### config.mk
export PLATFORM = sky130hd
export DESIGN_NAME = bad_qdiv
export DESIGN_NICKNAME = d
export VERILOG_FILES = /design/src/rtl/core/bad_qdiv.sv
export SDC_FILE = /design/constraint.sdc
export NUM_CORES = 1
export LEC_CHECK = 0
export BUFFER_PORTS_ARGS = -buffer_cell sky130_fd_sc_hd__clkbuf_2
export CELL_PAD_IN_SITES_DETAIL_PLACEMENT = 1
export CELL_PAD_IN_SITES_GLOBAL_PLACEMENT = 2
export CORE_MARGIN = 4
export CORE_UTILIZATION = 42
export CTS_CLUSTER_DIAMETER = 120
export DETAILED_ROUTE_END_ITERATION = 16
export PLACE_DENSITY = 0.87
export SLEW_MARGIN = 40
export SYNTH_ARGS = -nofsm -noshare
export SYNTH_HDL_FRONTEND = slang
export SYNTH_SLANG_ARGS = --single-unit
### constraint.sdc
create_clock -name clk -period 9 [get_ports clk]
set_clock_uncertainty 0.2 [all_clocks]
set_input_delay 0.9 -clock clk [delete_from_list [all_inputs] [get_ports clk]]
set_output_delay 0.9 -clock clk [all_outputs]
set_load 0.01 [all_outputs]
### src/rtl/core/bad_qdiv.sv
// ----------------------------------------------------------------------------
// bad_qdiv
// Divides a block sum by a small count (1 to MAX_FACTOR) through a multiply
// by a rounded-up reciprocal; the product is registered, the shift follows.
// ----------------------------------------------------------------------------
module bad_qdiv #(
	parameter int MAX_FACTOR = 16,
	parameter int SUM_W      = 20
) (
	input  logic                          clk,
	input  logic                          en,
	input  logic [SUM_W-1:0]              dividend,
	input  logic [$clog2(MAX_FACTOR)-1:0] dsel,
	output logic [SUM_W-1:0]              quot
);

	localparam int FW  = $clog2(MAX_FACTOR);
	localparam int K   = SUM_W + FW;
	localparam int RCW = K + 1;
	localparam int PW  = SUM_W + RCW;

	logic [RCW-1:0] recip [MAX_FACTOR];
	logic [PW-1:0]  prod_c;
	logic [PW-1:0]  prod_s1;

	for (genvar g = 0; g < MAX_FACTOR; g++) begin : g_recip
		localparam logic [RCW-1:0] RV =
			RCW'(((64'd1 << K) + 64'(g)) / 64'(g + 1));
		assign recip[g] = RV;
	end

	assign prod_c = dividend * recip[dsel];

	always_ff @(posedge clk) begin
		if (en) begin
			prod_s1 <= prod_c;
		end
	end

	assign quot = prod_s1[K +: SUM_W];

endmodule

== Yosys cells after proc, flatten, opt, wreduce, memory -nomap -nowiden ==
Memory sizes are Yosys's and may differ from the RTL's.
Index checks and enable logic that the tools add are counted.

* Mux-type cells: 2
* Multiply operators: 1
* Magnitude comparators: 1
* Bitwise logic cells: 1

{| class="wikitable"
|+ Operators with widths
! operator !! count
|-
| 25-bit two-way mux || 2
|-
| 20-bit by 25-bit multiplier with 44-bit output || 1
|-
| 5-bit >= comparator (second input constant) || 1
|-
| 4-bit NOT with 5-bit output || 1
|}

* ROM bits: 400
* Bits of input ports: 26
* Memories: 1
* Output and inout bits: 20
* Word-level logic and storage cells: 7
* Register bits after elaboration: 44

{| class="wikitable"
|+ Memory list
! memory !! words !! bits a word !! rd ports !! clocked after Yosys merged registers in !! write ports !! RTL line !! text
|-
| (no name shown) || 16 || 25 || 1 || 0 || 0 || 32 || <nowiki>assign prod_c = dividend * recip[dsel];</nowiki>
|}

== Logic depth before layout (Yosys ltp) ==
* Word-level depth: 5
* Gate-level depth with buffers: 31
* Mapped depth without buffers: 30

== Least setup slack after synthesis ==
OpenSTA, ideal clock, no wires.

* Kind: input-to-reg
* From: input dsel[0]
* To: register prod_s1[36] (data pin)
* Data required time: 8.538 ns
* Setup slack: 1.165 ns
* Buffers on the path: 1
* Cell stages on the path: 29
* Library setup time: 0.262 ns
* Arrival time: 7.373 ns
* Path through: inv_1 -> ha_1 -> inv_1 -> o211ai_1 -> clkbuf_1 -> nand2_1 -> nor2_1 -> fa_1 -> fa_1 -> inv_1 -> fa_1 -> inv_1 -> fa_1 -> inv_1 -> fa_1 -> inv_1 -> fa_1 -> inv_1 -> fa_1 -> inv_1 -> ha_1 -> a21oi_1 -> nand2_1 -> nor3_1 -> a21oi_2 -> o21ai_2 -> o31ai_4 -> a211oi_1 -> nor3_2

* Cells in the longest elaborated chain, start to end: 5

{| class="wikitable"
|+ RTL lines
! what !! RTL line !! text
|-
| from (decl) || 13 || <nowiki>input logic [$clog2(MAX_FACTOR)-1:0] dsel,</nowiki>
|-
| 4-bit NOT with 5-bit output (not written as such) || 32 ||
|-
| memory read 16 x 25 bit || -- ||
|-
| 25-bit two-way mux (not written as such) (2 in a row) || 32 ||
|-
| 20-bit by 25-bit multiplier with 44-bit output || 32 ||
|-
| via prod_c[36] || 23 || <nowiki>logic [PW-1:0] prod_c;</nowiki>
|-
| to (signal assigned) || 36 || <nowiki>prod_s1 <= prod_c;</nowiki>
|-
| to (decl) || 24 || <nowiki>logic [PW-1:0] prod_s1;</nowiki>
|}

The timed path passes the listed nets, and every way through them passes these cells. The select of a mux whose other input is x is not followed.
A chain may end at the register's enable or synchronous reset.

== Final worst setup path ==
* From: input dsel[2]
* To: register prod_s1[31] (data pin)

Same word-level chain as after synthesis.

==> key figures <==
Route
  • Final WL: around 56,000 µm
  • Drt drc: 0
  • Drt initial violations: 731
  • Via density: about 5.4
  • Initial DRT Pass Iterations: 5
  • Routed len/inst: between 20 and 25 µm
  • Routed Antenna Nets: 0
  • DR vias: about 13,000

Logic synthesis
  • Post-synth EDFFs: 20
  • Mapped Cells: about 1,900
  • Syn Nets: approximately 2,500
  • Synth cell types: 52
  • Top_reg_cell synth: edfxtp_1
  • FFs w/ async S/R, synth: 0
  • Register area share after synthesis: 0.0361
  • Post-Syn Area per Cell: just under 9 µm²
  • Synth Register Bits: 20
  • Synthesized area: between 15,000 and 20,000 µm²
  • Synth warnings: 0

Finish
  • Biggest registers after layout: prod_s1: 20 flops
  • Area grow syn2layout: 5.88%
  • Register area: roughly 600 µm²
  • Fill cell count: roughly 4,700
  • Fraction of layout cells with a size suffix above 1: 0.0542
  • Top reg by flops: prod_s1
  • N_diodes: 0
  • Max reg flops: 20
  • Combined area of the multi-input logic cells: 13,900 µm²
  • Final net count: between 2,000 and 2,500

Worst setup path
  • WP data required: 8.81 ns
  • Crit start category: input port
  • Crit path max fanout: 22
  • Crit Path Class: in -> reg
  • WP data arrival: around 8.3 ns
  • CP Capture Type: flop

Clock network
  • Reg clk slew, reported paths: 0.06 ns
  • Clk sink count: 20
  • Post-cts sizing count: 0
  • Clk root buf: clkbuf_16
  • H-tree levels: 1
  • Hold_buf cts: 0
  • Max Root-Sink Buffers: 2
  • CTS tree: yes
  • Cts bufs inserted: 3
  • Setup Buffers After CTS: 0

Floorplan
  • Core Region: 38,900 µm²
  • Row cnt: just over 70
  • Die Y-Extent: roughly 210 µm
  • Boundary pin count: 46
  • Die area: 42,900 µm²
  • Starting Density: 0.428
  • Chip width: between 200 and 250 µm

Placement
  • Port Buffers: 45
  • HPWL after DPL: 46,300 µm
  • Final Wtd Congestion: about 0.89

Job
  • Max Cap Viol: 0

STA
  • Slew headroom: 0.521
  • Max Fclk: approximately 120 MHz
  • Minimum clock period: between 8 and 9 ns
  • Setup TNS Final: 0 ns
  • Final worst path period share: 0.938
  • Final slew viol count: 0
  • Worst Tran Pin Value: 0.718 ns
  • Final hold vios: 0
  • Setup Viol. Count Final: 0
  • RSZ-0062 raised after global routing: no

GRT
  • All-Layer GR Usage: 0.264
  • Vias in the first global route: between 10,000 and 15,000
  • GRT Residual Overflow: 0
  • Largest net degree at the start of global routing: 30
  • First-pass GRT wire length: 87,000 µm
  • Initial antenna violation count: 2

Min path
  • Worst hold path type: in -> reg

Run status
  • Outcome: finished clean
==> per-stage QoR <==
stage | hold slack [ns] | utilization | area (µm²) | setup WS, ns | instances
4_1_cts | 1.08 | 0.453 | 17600 | 0.563 | 2383
2_1_floorplan | 0.812 | - | 16700 | 1.17 | 1870
3_3_place_gp | 1.12 | 0.450 | 17500 | 0.390 | 2379
5_1_grt | 1.10 | 0.453 | 17600 | 0.111 | 2383
6_report | 1.08 | 0.453 | 17600 | 0.554 | 2383
3_5_place_dp | 1.13 | 0.450 | 17500 | 0.306 | 2379
==> layout make-up <==
class / count / area share
clock inverter: 1 / 0.00170
timing repair buffer: 85 / 0.0326
multi-input combinational: 1279 / 0.789
tap: 518 / 0.0368
sequential: 20 / 0.0341
clock buffer: 3 / 0.00426
inverter: 477 / 0.102
==> per-layer routing <==
layer,share of wire,wire (µm),global-route usage
met1,0.39,21800,0.331
met2,0.50,28400,0.463
met3,0.068,3860,0.0440
met4,0.042,2360,0.0917
met5,0,0,0
==> cells in the final DEF (no fill, tap or decap), drive strengths merged, types with 2 or more instances in the layout <==
| master | count |
|---|---|
| nor3 | 6 |
| nand2b | 5 |
| a211oi | 4 |
| edfxtp | 20 |
| a21o | 5 |
| xnor2 | 18 |
| nand4 | 8 |
| a21boi | 2 |
| o22ai | 5 |
| o2111ai | 2 |
| o21ai | 27 |
| nand2 | 262 |
| clkbuf | 48 |
| a31oi | 5 |
| nor4 | 3 |
| a211o | 2 |
| o21bai | 2 |
| nor2 | 43 |
| nor2b | 4 |
| and3 | 48 |
| o31ai | 6 |
| xor2 | 8 |
| ha | 156 |
| buf | 40 |
| nand3 | 23 |
| o211ai | 4 |
| a21oi | 51 |
| o21a | 9 |
| fa | 408 |
| and2 | 153 |
| inv | 477 |
==> synthesized netlist by cell type (all sizes together) (3+ instances only) <==
master  count  share of area
inv       477           0.11
fa        408           0.49
nand2     262          0.059
ha        156           0.12
and2      153          0.057
clkbuf     91          0.021
a21oi      51          0.016
and3       48          0.018
nor2       43         0.0097
o21ai      27         0.0086
nand3      23         0.0069
edfxtp     20          0.036
xnor2      18         0.0095
o21a        9         0.0041
nand4       8         0.0039
xor2        8         0.0042
nor3        6         0.0021
o31ai       6         0.0035
a21o        5         0.0023
a31oi       5         0.0019
nand2b      5         0.0019
o22ai       5         0.0019
a211oi      4         0.0018
nor2b       4         0.0015
o211ai      4         0.0018
buf         3        0.00098
nor4        3         0.0019
==> worst max-delay path, cell delays in order <==
cell and delay (ns):
clkbuf_2 0.28, nand2b_1 0.36, o21ai_1 0.19, buf_4 0.34, and2_1 0.42, fa_1 0.48
inv_1 0.08, fa_1 0.44, fa_1 0.51, fa_1 0.55, inv_1 0.06, fa_1 0.47
fa_1 0.49, inv_1 0.07, fa_1 0.48, inv_1 0.05, ha_1 0.35, a21oi_1 0.31
o211ai_1 0.15, a21boi_0 0.22, o21ai_1 0.10, a21oi_2 0.41, o21ai_1 0.24, a21oi_1 0.22
xnor2_1 0.08
==> path summary, 6_finish.rpt <==
| kind | startpoint | endpoint | depth (start not counted) |
|---|---|---|---|
| max | dsel[2] | prod_s1[31] | 25 |
| min | en | prod_s1[42] | 1 |
==> cells by family (layout without fill, tap and decap cells) <==
logic type | count (synthesis) | in the layout | share of synthesized area
buffers and inverters | 571 | 566 | 0.129
muxes | 1 | 1 | 0.000601
adders and majority gates | 564 | 564 | 0.608
xor gates and xnor gates | 26 | 26 | 0.0137
DFF | 20 | 20 | 0.0361
AOI/OAI and AO/OA | 130 | 130 | 0.0491
and+or+nand+nor | 558 | 558 | 0.164
Power is left out: the tool's default activity adds up to more than one toggle a clock period on the data nets, which glitch-free logic cannot reach.
