**config.mk**
```make
export PLATFORM = sky130hd
export DESIGN_NAME = bad_recalc
export DESIGN_NICKNAME = d
export VERILOG_FILES = /design/src/rtl/core/bad_recalc.sv
export SDC_FILE = /design/constraint.sdc
export NUM_CORES = 1
export LEC_CHECK = 0
export BUFFER_PORTS_ARGS = -buffer_cell sky130_fd_sc_hd__buf_2
export CORE_MARGIN = 8
export CORE_UTILIZATION = 55
export DETAILED_ROUTE_END_ITERATION = 16
export HOLD_SLACK_MARGIN = 0.02
export PLACE_DENSITY = 0.8
export SLEW_MARGIN = 20
export SYNTH_ARGS = -nofsm -noshare
export SYNTH_HDL_FRONTEND = slang
export SYNTH_SLANG_ARGS = --single-unit
export TNS_END_PERCENT = 100
```
**constraint.sdc**
```tcl
create_clock -name clk -period 3.7 [get_ports clk]
set_clock_uncertainty 0.05 [all_clocks]
set_input_delay 0 -clock clk [delete_from_list [all_inputs] [get_ports clk]]
set_output_delay 0 -clock clk [all_outputs]
set_load 0.01 [all_outputs]
```
**src/rtl/core/bad_recalc.sv**
```systemverilog
// ----------------------------------------------------------------------------
// bad_recalc
// Restoring divider, one bit a cycle, that rebuilds the in-block column and
// row offsets and the block column from the position counters.
// ----------------------------------------------------------------------------
module bad_recalc #(
	parameter int COL_W = 10,
	parameter int ROW_W = 10,
	parameter int DIV_W = 5,
	parameter int REM_W = 4
) (
	input  logic             clk,
	input  logic             arst_n,
	input  logic             start,
	input  logic [DIV_W-1:0] divisor,
	input  logic [COL_W-1:0] col,
	input  logic [ROW_W-1:0] row,
	output logic             busy,
	output logic             done,
	output logic [REM_W-1:0] col_rem,
	output logic [COL_W-1:0] col_quo,
	output logic [REM_W-1:0] row_rem
);

	localparam int NW    = (COL_W > ROW_W) ? COL_W : ROW_W;
	localparam int CNT_W = $clog2(NW + 1);

	logic [NW-1:0]    cdiv_q, rdiv_q, cquo_q;
	logic [DIV_W-1:0] crem_q, rrem_q;
	logic [CNT_W-1:0] cnt_q;
	logic             busy_q, done_q;
	logic [DIV_W:0]   ctry, rtry;
	logic             cge, rge;
	logic [DIV_W:0]   csub, rsub;

	assign ctry = {crem_q, cdiv_q[NW-1]};
	assign rtry = {rrem_q, rdiv_q[NW-1]};
	assign cge  = ctry >= {1'b0, divisor};
	assign rge  = rtry >= {1'b0, divisor};
	assign csub = ctry - {1'b0, divisor};
	assign rsub = rtry - {1'b0, divisor};

	always_ff @(posedge clk or negedge arst_n) begin
		if (!arst_n) begin
			busy_q <= 1'b0;
			done_q <= 1'b0;
			cnt_q  <= '0;
		end else begin
			done_q <= 1'b0;
			if (start) begin
				busy_q <= 1'b1;
				cnt_q  <= CNT_W'(NW);
			end else if (busy_q) begin
				cnt_q <= cnt_q - 1'b1;
				if (cnt_q == CNT_W'(1)) begin
					busy_q <= 1'b0;
					done_q <= 1'b1;
				end
			end
		end
	end

	always_ff @(posedge clk) begin
		if (start) begin
			cdiv_q <= NW'(col);
			rdiv_q <= NW'(row);
			crem_q <= '0;
			rrem_q <= '0;
			cquo_q <= '0;
		end else if (busy_q) begin
			cdiv_q <= cdiv_q << 1;
			rdiv_q <= rdiv_q << 1;
			crem_q <= cge ? csub[DIV_W-1:0] : ctry[DIV_W-1:0];
			rrem_q <= rge ? rsub[DIV_W-1:0] : rtry[DIV_W-1:0];
			cquo_q <= {cquo_q[NW-2:0], cge};
		end
	end

	assign busy    = busy_q | done_q;
	assign done    = done_q;
	assign col_rem = crem_q[REM_W-1:0];
	assign row_rem = rrem_q[REM_W-1:0];
	assign col_quo = cquo_q[COL_W-1:0];

endmodule

```
---- Word-level counts from Yosys, hierarchy flattened ----
Cells that the tools add are included.
word-level totals
  word-level logic and storage cells ...... 30
  input bits .............................. 28
  register bits after elaboration ......... 46
  output and inout bits ................... 20
operators by class
  bitwise logic cells ..................... 1
  equality and inequality tests ........... 1
  reductions and logical operators ........ 1
  $lt $le $gt $ge ......................... 2
  add/subtract/negate cells ............... 3
  muxes and demuxes ....................... 14
operator list
  operator             count
  $mux 10              4
  $ge 6x5->1           2
  $mux 5               2
  $sub 5x5->5          2
  $mux 4               2
  $mux 1               6
  $eq 4x1->1 const B   1
  $sub 4x1->4 const B  1
  $reduce_bool 2->1    1
  $or 1x1->1           1

---- Logic depth before layout (Yosys ltp) ----
Gate-level depths: netlist of run 1.
  word-level depth ........................ 4
  mapped depth ............................ 10
  depth with buffers taken out ............ 9

---- Worst setup path before layout of run 1 ----
No wires, ideal clock.
  path type ............................... reg2reg
  start point ............................. reg cdiv_q[9]
  end point ............................... reg crem_q[1]
  path slack .............................. 1680 ps
  setup time .............................. 140 ps
  cell stages (with the launch flop) ...... 11
  buffers on the path ..................... 1
  period minus slack after synthesis ...... 2020 ps
  arrival time ............................ 1831 ps
  required time ........................... 3510 ps
  cell sequence ........................... edfxtp_1 inv_1 ha_1 inv_1 fa_1 a211oi_1 nor2_1 and2b_1 buf_6 mux2i_1 a211oi_1
between the ends
  word-level cells in the longest chain between the ends .. 2
  elaborated cells on any way between the ends .. 3
  classes of those cells .................. add/sub (1); order compare (1); mux (1)
ends and longest elaborated chain
  element                                    line    RTL
  start: declaration                         28      logic [NW-1:0] cdiv_q, rdiv_q, cquo_q;
  start signal: assignment                   65      cdiv_q <= NW'(col);
  start signal: assignment                   71      cdiv_q <= cdiv_q << 1;
  $sub 5x5->5 or $ge 6x5->1 (tied branches)  40, 38
  $mux 5 *                                   73      crem_q <= cge ? csub[DIV_W-1:0] : ctry[DIV_W-1:0];
  end signal: assignment                     73
  end: declaration                           29      logic [DIV_W-1:0] crem_q, rrem_q;
Every way passes the cells marked *; elsewhere a longest branch is shown, timed or not.
A chain may end at the register's enable or synchronous reset.

---- Worst setup path in the final report of run 1 ----
  start point ............................. reg cdiv_q[9]
  end point ............................... reg crem_q[3]
The elaborated chain is that of the path after synthesis.

==> results.sh, run 1 <==
export IMPL_outcome="finished clean"
export IMPL_clkTransAtPathRegs_ps=90
export IMPL_hold_depth=4
export IMPL_synth_distinct_cells=41
export IMPL_r2r_slack_ps=1390
export IMPL_fin_setup_tns_ps=0
export IMPL_drt_iter0_markers=75
export IMPL_period_share=0.623
export IMPL_crit_path_max_incr_delay_ps=420
export IMPL_routed_wl_mm=4.81
export IMPL_grt_overflow_total=0
export IMPL_critPathLaunchType="flop"
export IMPL_max_slew_worst_pin_slew_ps=924
export IMPL_synth_top_area_cell="edfxtp_1"
export IMPL_dpl_hpwl_mm=3.28
export IMPL_multiInputGateArea_um2=1070
export IMPL_grt_pass1_wl_mm=8.11
export IMPL_hold_viol_final=0
export IMPL_yosysTopAreaCellShare=0.253
export IMPL_ys_seq_area_frac=0.485
export IMPL_ff_latch_area_um2=1150
export IMPL_power_density_nw_per_um2=556
export IMPL_hold_end="crem_q[0]"
export IMPL_synth_most_common_cell="nor2_1"
export IMPL_hp_start="divisor[0]"
export IMPL_cap_violations=0
export IMPL_rsz0062_at_grt="no"
export IMPL_drive_above_1_share=0.274
export IMPL_cts_setup_buffers=0
export IMPL_crit_type="flop to flop"
export IMPL_portBuffers=47
export IMPL_cts_sinks=46
export IMPL_fin_nets=318
export IMPL_grt_max_degree=51
export IMPL_place_congestion=0.831
export IMPL_core_area_um2=4260
export IMPL_fp_row_count=24
export IMPL_cts_tree="done"
export IMPL_end_kind="flop"
export IMPL_p_leak_uw=0.00138
export IMPL_syn2layout_area_growth_pct=22.7
export IMPL_hold_class="input port to flop"
export IMPL_pin_count=48
export IMPL_antenna_left=0
export IMPL_min_period_ps=2310
export IMPL_die_height_um=81.7
export IMPL_cts_buffer_depth=2
export IMPL_drcViolationCount=0
export IMPL_h_tree_depth=2
export IMPL_setup_viol=0
export IMPL_antenna_found_initial=0
export IMPL_cts_root_buf="clkbuf_8"
export IMPL_synth_cells=216
export IMPL_utilization=0.683
export IMPL_relSlewSlack=0.384
export IMPL_ys_async_sr_fraction=0.130
export IMPL_diodes=0
export IMPL_syn_num_nets=258
export IMPL_worst_path_max_fanout=8
export IMPL_yosys_top_cells_area="edfxtp_1 (25%), dfxtp_1 (17%), mux2_2 (8.5%), dfrtp_1 (6.3%), ha_1 (6.3%)"
export IMPL_clock_fmax_mhz=434
export IMPL_viasPerCell=5.29
export IMPL_dieWidth_um=81.7
export IMPL_crit_arrival_ps=2400
export IMPL_die_area_um2=6670
export IMPL_synth_edf_count=20
export IMPL_grt_pass1_vias=1812
export IMPL_synth_area_um2=2370
export IMPL_cts_buffers=5
export IMPL_required_ps=3790
export IMPL_synth_area_per_cell_um2=11.0
export IMPL_firstDrtPassIters=4
export IMPL_drv_slew=0
export IMPL_reg2reg_to="crem_q[3]"
export IMPL_crit_chain="inv_1 -> ha_1 -> inv_1 -> fa_1 -> a211oi_1 -> nor2_1 -> and2b_1 -> mux2i_1 -> a211oi_1"
export IMPL_peakVddDrop_uv=288
export IMPL_insertion_delay_ps=290
export IMPL_start_util=0.557
export IMPL_ys_flop_type="edfxtp_1"
export IMPL_wl_per_cell_um=14.6
export IMPL_synth_warnings=0
export IMPL_ys_ff_latch=46
export IMPL_r2r_start="cdiv_q[9]"
export IMPL_via_count=1741
export IMPL_yosys_top_cells_count="nor2_1 (24), dfxtp_1 (20), edfxtp_1 (20)"
export IMPL_nFillCells=328
export IMPL_critPathSlowestCell="fa_1"
export IMPL_track_usage=0.153
export IMPL_rr_worst_depth=9
-- state kept, by name, indices dropped and copies added (netlist names) --
signal	count
cdiv_q	10
col_quo	10
rdiv_q	10
crem_q	5
rrem_q	5
cnt_q	4
busy_q	1
done	1
-- repair_timing --
item                                   4_1_cts  5_1_grt
resized for setup                            0        0
endpoints found under the hold margin       26        0
hold buffers                                23        0
-- through the flow --
| stage | instances | power [µW] | hold slack [ps] | worst slack (ps) | instance area (µm²) |
|---|---|---|---|---|---|
| after floorplan | 216 | 1160 | -346 | 1680 | 2370 |
| after global placement | 298 | 1230 | -221 | 1520 | 2570 |
| after detailed placement | 298 | 1250 | -216 | 1420 | 2570 |
| after CTS | 329 | 1620 | 116 | 1400 | 2910 |
| after global routing | 329 | 1720 | 146 | 1170 | 2910 |
| final | 329 | 1620 | 112 | 1390 | 2910 |
-- cells by family (layout without fill, tap and decap cells) --
| logic type | count (synthesis) | after routing | share of synthesized area |
|---|---|---|---|
| AOI/OAI and AO/OA | 29 | 29 | 0.0854 |
| xor gates and xnor gates | 7 | 7 | 0.0258 |
| DFF | 46 | 46 | 0.485 |
| adders and majority gates | 14 | 14 | 0.0801 |
| muxes | 30 | 30 | 0.136 |
| and+or+nand+nor | 61 | 61 | 0.125 |
| buffers and inverters | 29 | 90 | 0.0622 |
-- where the power goes --
| group | internal, µW | switching [µW] | leakage (µW) | total, µW |
|---|---|---|---|---|
| logic | 275 | 285 | 0.000881 | 561 |
| clock network | 202 | 161 | 0.0000524 | 363 |
| registers | 621 | 72.4 | 0.000447 | 694 |
-- layout make-up --
class                   count  area share
repair buffers             71       0.162
well taps                  52      0.0223
flip-flops and latches     46       0.395
clock inverters             1      0.0103
inverters                  11      0.0142
multi-input cells         141       0.369
clock buffers               7      0.0262
-- critical path, delay by kind of cell, from the launching register on --
kind	cells	cell delay (ps)
flops	1	390
compound gates	2	340
fa+ha+maj	2	580
buf+inv	2	130
simple gates	2	450
mux	1	220
-- cell usage in the layout, fill, tap and decap left out, drive strengths merged --
cell and n:
nor2 24, or3b 1, o31ai 1, nor2b 1, o21ai 4, nand2b 3
xor2 4, clkbuf 7, o311ai 1, and3 3, nand2 13, dfxtp 20
nand3 2, a311o 2, nand3b 1, nand4b 1, a311oi 3, nor4b 1
and2 2, inv 11, dfrtp 6, a31oi 1, fa 2, a21o 6
mux2i 12, a211oi 5, bufinv 1, nor3b 3, nor3 2, edfxtp 20
dlygate4sd3 23, or2 3, a21oi 6, ha 12, xnor2 3, and2b 1
mux2 18, buf 48
-- worst max-delay path by stage --
stage,from,to
floorplan,cdiv_q[9],crem_q[1]
global placement,cdiv_q[9],crem_q[1]
detailed placement,cdiv_q[9],crem_q[3]
CTS,cdiv_q[9],crem_q[3]
global route,cdiv_q[9],crem_q[1]
finish,cdiv_q[9],crem_q[3]
-- metal layers --
| metal | share of wire | GRT usage |
|---|---|---|
| met1 | 0.45 | 0.186 |
| met5 | 0 | 0 |
| met2 | 0.49 | 0.264 |
| met3 | 0.051 | 0.0383 |
| met4 | 0.012 | 0.0404 |
No activity file was read; power rests on OpenSTA's default activity.
==> inputs of run 2 (changes only) <==
Settings changed: CORE_UTILIZATION 55 to 49, PLACE_DENSITY 0.8 to 0.75.
Clock period 3.7 ns to 2.1 ns, I/O delays scaled along.
==> results.sh, run 2 (synthesized netlist as in run 1, its figures left out) <==
export IMPL_drive_above_1_share=0.334
export IMPL_required_ps=2220
export IMPL_peakVddDrop_uv=463
export IMPL_fin_nets=328
export IMPL_relSlewSlack=0.672
export IMPL_clock_fmax_mhz=491
export IMPL_power_density_nw_per_um2=1000
export IMPL_totalPowerFinal_uw=3020
export IMPL_cts_tree="done"
export IMPL_hold_end="crem_q[0]"
export IMPL_nFillCells=390
export IMPL_viasPerCell=5.19
export IMPL_drt_iter0_markers=81
export IMPL_grt_pass1_wl_mm=8.53
export IMPL_place_congestion=0.806
export IMPL_die_height_um=85.6
export IMPL_pwr_share_comb=0.383
export IMPL_dpl_cell_area_um2=2630
export IMPL_drv_slew=0
export IMPL_outcome="finished clean"
export IMPL_syn2layout_area_growth_pct=27.1
export IMPL_max_slew_worst_pin_slew_ps=492
export IMPL_cell_internal_pwr_uw=2050
export IMPL_drcViolationCount=0
export IMPL_worst_path_max_fanout=7
export IMPL_dieWidth_um=85.6
export IMPL_r2r_start="cdiv_q[9]"
export IMPL_whs_ps=165
export IMPL_crit_chain="inv_1 -> ha_1 -> inv_1 -> fa_2 -> a211oi_2 -> nor2_1 -> and2b_2 -> mux2i_1 -> a211oi_1"
export IMPL_core_area_um2=4690
export IMPL_swShare=0.321
export IMPL_p_leak_uw=0.00144
export IMPL_hp_start="divisor[0]"
export IMPL_insertion_delay_ps=290
export IMPL_fp_row_count=25
export IMPL_portBuffers=47
export IMPL_rr_worst_depth=9
export IMPL_crit_arrival_ps=2150
export IMPL_pin_count=48
export IMPL_critPathLaunchType="flop"
export IMPL_via_count=1770
export IMPL_wl_per_cell_um=14.6
export IMPL_r2r_slack_ps=60
export IMPL_firstDrtPassIters=4
export IMPL_critPathSlowestCell="edfxtp_1"
export IMPL_hold_viol_final=0
export IMPL_crit_top_cell="inv_1"
export IMPL_power_switching_uw=970
export IMPL_h_tree_depth=2
export IMPL_cap_violations=0
export IMPL_hold_depth=4
export IMPL_cts_buffers=5
export IMPL_cts_buffer_depth=2
export IMPL_antenna_found_initial=0
export IMPL_rsz0062_at_grt="yes"
export IMPL_setup_viol=0
export IMPL_track_usage=0.144
export IMPL_crit_type="flop to flop"
export IMPL_die_area_um2=7330
export IMPL_period_share=0.969
export IMPL_grt_overflow_total=0
export IMPL_diodes=0
export IMPL_clkTransAtPathRegs_ps=90
export IMPL_crit_family="adder cells"
export IMPL_p_clk_frac=0.215
export IMPL_dpl_hpwl_mm=3.36
export IMPL_crit_path_max_incr_delay_ps=390
export IMPL_grt_max_degree=37
export IMPL_hold_class="input port to flop"
export IMPL_start_util=0.506
export IMPL_mostFrequentLayoutCells="buf_2 (47), nor2_1 (24), dlygate4sd3_1 (22), edfxtp_1 (20), dfxtp_1 (20)"
export IMPL_cts_sinks=46
export IMPL_routed_wl_mm=4.97
export IMPL_utilization=0.643
export IMPL_cts_root_buf="clkbuf_8"
export IMPL_final_cell_area_um2=3020
export IMPL_antenna_left=0
export IMPL_end_kind="flop"
export IMPL_fin_setup_tns_ps=0
export IMPL_min_period_ps=2040
export IMPL_reg2reg_to="crem_q[3]"
export IMPL_final_common_cell="buf_2"
export IMPL_seqPwrFrac=0.402
export IMPL_grt_pass1_vias=1838
export IMPL_critPathBufInv=2
==> run 2: worst reg2reg max path, delay by kind of cell, from the launching register on <==
kind | cells | cell delay [ps]
buffers and inverters | 2 | 130
adders and majority gates | 2 | 500
DFF | 1 | 390
AOI/OAI and AO/OA | 2 | 260
muxes | 1 | 210
and+or+nand+nor | 2 | 380
==> run 2: routing by layer <==
layer  wire (µm)  GRT usage  part of all wire  vias to the layer above
li1            -          -                 -                      894
met1        2170      0.165              0.44                      833
met2        2480      0.249              0.50                       37
met3         250     0.0392             0.050                        6
met4          76     0.0557             0.015                        0
met5           0          0                 0                        -
==> run 2: how the worst max path moves through the flow <==
stage / slack, ps / endpoint / startpoint / cells after the start
6_report: 60 / crem_q[3] / cdiv_q[9] / 9
5_1_grt: -90 / crem_q[0] / cdiv_q[9] / 9
4_1_cts: 2 / crem_q[0] / cdiv_q[9] / 9
3_5_place_dp: -80 / crem_q[0] / cdiv_q[9] / 9
3_3_place_gp: -7 / crem_q[1] / cdiv_q[9] / 9
2_1_floorplan: 80 / crem_q[1] / cdiv_q[9] / 10
==> run 2: power by group through the flow <==
stage               combinational [µW]  sequential (µW)  clock [µW]
floorplan                          831             1210           0
CTS                               1110             1210         669
global placement                  1010             1230           0
finish                            1160             1210         648
detailed placement                1040             1230           0
global route                      1280             1240         702
==> run 2: area by class of cell <==
class | count | area, µm² | area share
clock buffer | 5 | 68.8 | 0.0228
clock inverter | 3 | 40.0 | 0.0133
inverter | 11 | 41.3 | 0.0137
multi-input combinational | 141 | 1100 | 0.365
sequential | 46 | 1150 | 0.382
tap | 54 | 67.6 | 0.0224
timing repair buffer | 81 | 546 | 0.181
==> run 2: per-stage QoR <==
stage          setup slack [ps]  std cells
2_1_floorplan              79.8        216
3_3_place_gp              -7.22        307
3_5_place_dp              -78.3        307
4_1_cts                    2.48        337
5_1_grt                   -91.0        341
6_report                   64.7        341
==> run 2: what timing repair did <==
action                                  in CTS  in global routing
gates cloned                                 0                  0
hold buffers                                22                  0
setup buffers                                0                  4
endpoints found under the setup margin       7                  7
gates resized for setup                      3                  5
pin swaps                                    0                  3
hold endpoints to repair                    26                  0
==> inputs of run 3 (changes only) <==
Settings changed: MAX_ROUTING_LAYER set to met4.
==> results.sh, run 3 (synthesized netlist as in run 1, its figures left out) <==
export IMPL_antenna_left=0
export IMPL_whs_ps=162
export IMPL_setup_viol=0
export IMPL_end_kind="flop"
export IMPL_max_slew_worst_pin_slew_ps=497
export IMPL_worst_path_max_fanout=7
export IMPL_core_area_um2=4690
export IMPL_grt_overflow_total=0
export IMPL_grt_pass1_wl_mm=8.54
export IMPL_wl_per_cell_um=14.5
export IMPL_dp_cells=307
export IMPL_drcViolationCount=0
export IMPL_cts_root_buf="clkbuf_8"
export IMPL_routed_wl_mm=4.94
export IMPL_relSlewSlack=0.668
export IMPL_die_height_um=85.6
export IMPL_crit_arrival_ps=2150
export IMPL_peakVddDrop_uv=467
export IMPL_h_tree_depth=2
export IMPL_fin_cells=341
export IMPL_crit_type="flop to flop"
export IMPL_diodes=0
export IMPL_pin_count=48
export IMPL_start_util=0.506
export IMPL_insertion_delay_ps=290
export IMPL_power_density_nw_per_um2=997
export IMPL_grt_pass1_vias=1838
export IMPL_final_cell_area_um2=3010
export IMPL_p_leak_uw=0.00144
export IMPL_place_congestion=0.818
export IMPL_dpl_cell_area_um2=2630
export IMPL_totalPowerFinal_uw=3000
export IMPL_clkTransAtPathRegs_ps=90
export IMPL_nFillCells=388
export IMPL_hp_start="divisor[0]"
export IMPL_cts_sinks=46
export IMPL_hold_viol_final=0
export IMPL_drive_above_1_share=0.331
export IMPL_dpl_hpwl_mm=3.36
export IMPL_drv_slew=0
export IMPL_outcome="finished clean"
export IMPL_required_ps=2220
export IMPL_cap_violations=0
export IMPL_cts_buffer_depth=2
export IMPL_viasPerCell=5.13
export IMPL_antenna_found_initial=0
export IMPL_grt_max_degree=37
export IMPL_clock_fmax_mhz=493
export IMPL_fp_row_count=25
export IMPL_mostFrequentLayoutCells="buf_2 (47), nor2_1 (24), dlygate4sd3_1 (22), edfxtp_1 (20), dfxtp_1 (20)"
export IMPL_firstDrtPassIters=4
export IMPL_rsz0062_at_grt="yes"
export IMPL_crit_start="cdiv_q[9]"
export IMPL_critPathLaunchType="flop"
export IMPL_portBuffers=47
export IMPL_fin_nets=328
export IMPL_drt_iter0_markers=74
export IMPL_dieWidth_um=85.6
export IMPL_die_area_um2=7330
export IMPL_via_count=1750
export IMPL_r2r_start="cdiv_q[9]"
export IMPL_min_period_ps=2030
export IMPL_syn2layout_area_growth_pct=26.9
export IMPL_r2r_slack_ps=70
export IMPL_hold_class="input port to flop"
export IMPL_period_share=0.967
export IMPL_cts_tree="done"
export IMPL_cts_buffers=5
export IMPL_track_usage=0.149
export IMPL_utilization=0.642
export IMPL_final_common_cell="buf_2"
run 3: final timing paths:
check / to / depth (start not counted)
max in group asynchronous: cnt_q[1] / 3
max: crem_q[3] / 9
min in group asynchronous: busy_q / 3
min reg2reg: rrem_q[4] / 2
max reg2reg: crem_q[3] / 9
min: crem_q[0] / 4
run 3: final cells by class:
class,instances,area [µm²],share of cell area
sequential,46,1150,0.382
timing repair buffer,81,546,0.181
clock buffer,5,68.8,0.0229
tap,54,67.6,0.0224
clock inverter,3,40.0,0.0133
inverter,11,41.3,0.0137
multi-input combinational,141,1100,0.364
run 3: report_power, final:
group          internal (µW)  switching [µW]
sequential              1090             117
clock                    351             301
combinational            596             544
run 3: critical path: stages (launching register included):
cell	delay, ps
edfxtp_1	390
inv_1	70
ha_1	160
inv_1	60
fa_2	340
a211oi_2	180
nor2_1	80
and2b_2	290
mux2i_1	200
a211oi_1	80
run 3: timing repair:
| action | CTS | global route |
|---|---|---|
| hold buffers | 22 | 0 |
| endpoints found under the hold margin | 26 | 0 |
| buffers inserted | 0 | 4 |
| cloned | 0 | 0 |
| pin swaps | 0 | 2 |
| gates resized for setup | 3 | 4 |
| endpoints found under the setup margin | 7 | 7 |
run 3: per-layer routing:
layer,GRT usage,vias to the layer above,routed length (µm),share of wire
met4,0.0462,0,30,0.0061
met2,0.252,35,2510,0.51
met1,0.165,823,2190,0.44
met3,0.0420,2,209,0.042
li1,-,890,-,-
met5,-,-,0,0
run 3: through the flow:
step | worst slack (ps) | setup TNS (ps)
finish | 69.6 | 0
global route | -85.1 | -273
CTS | 2.48 | 0
detailed placement | -78.3 | -259
global placement | -7.22 | -8.87
floorplan | 79.8 | 0
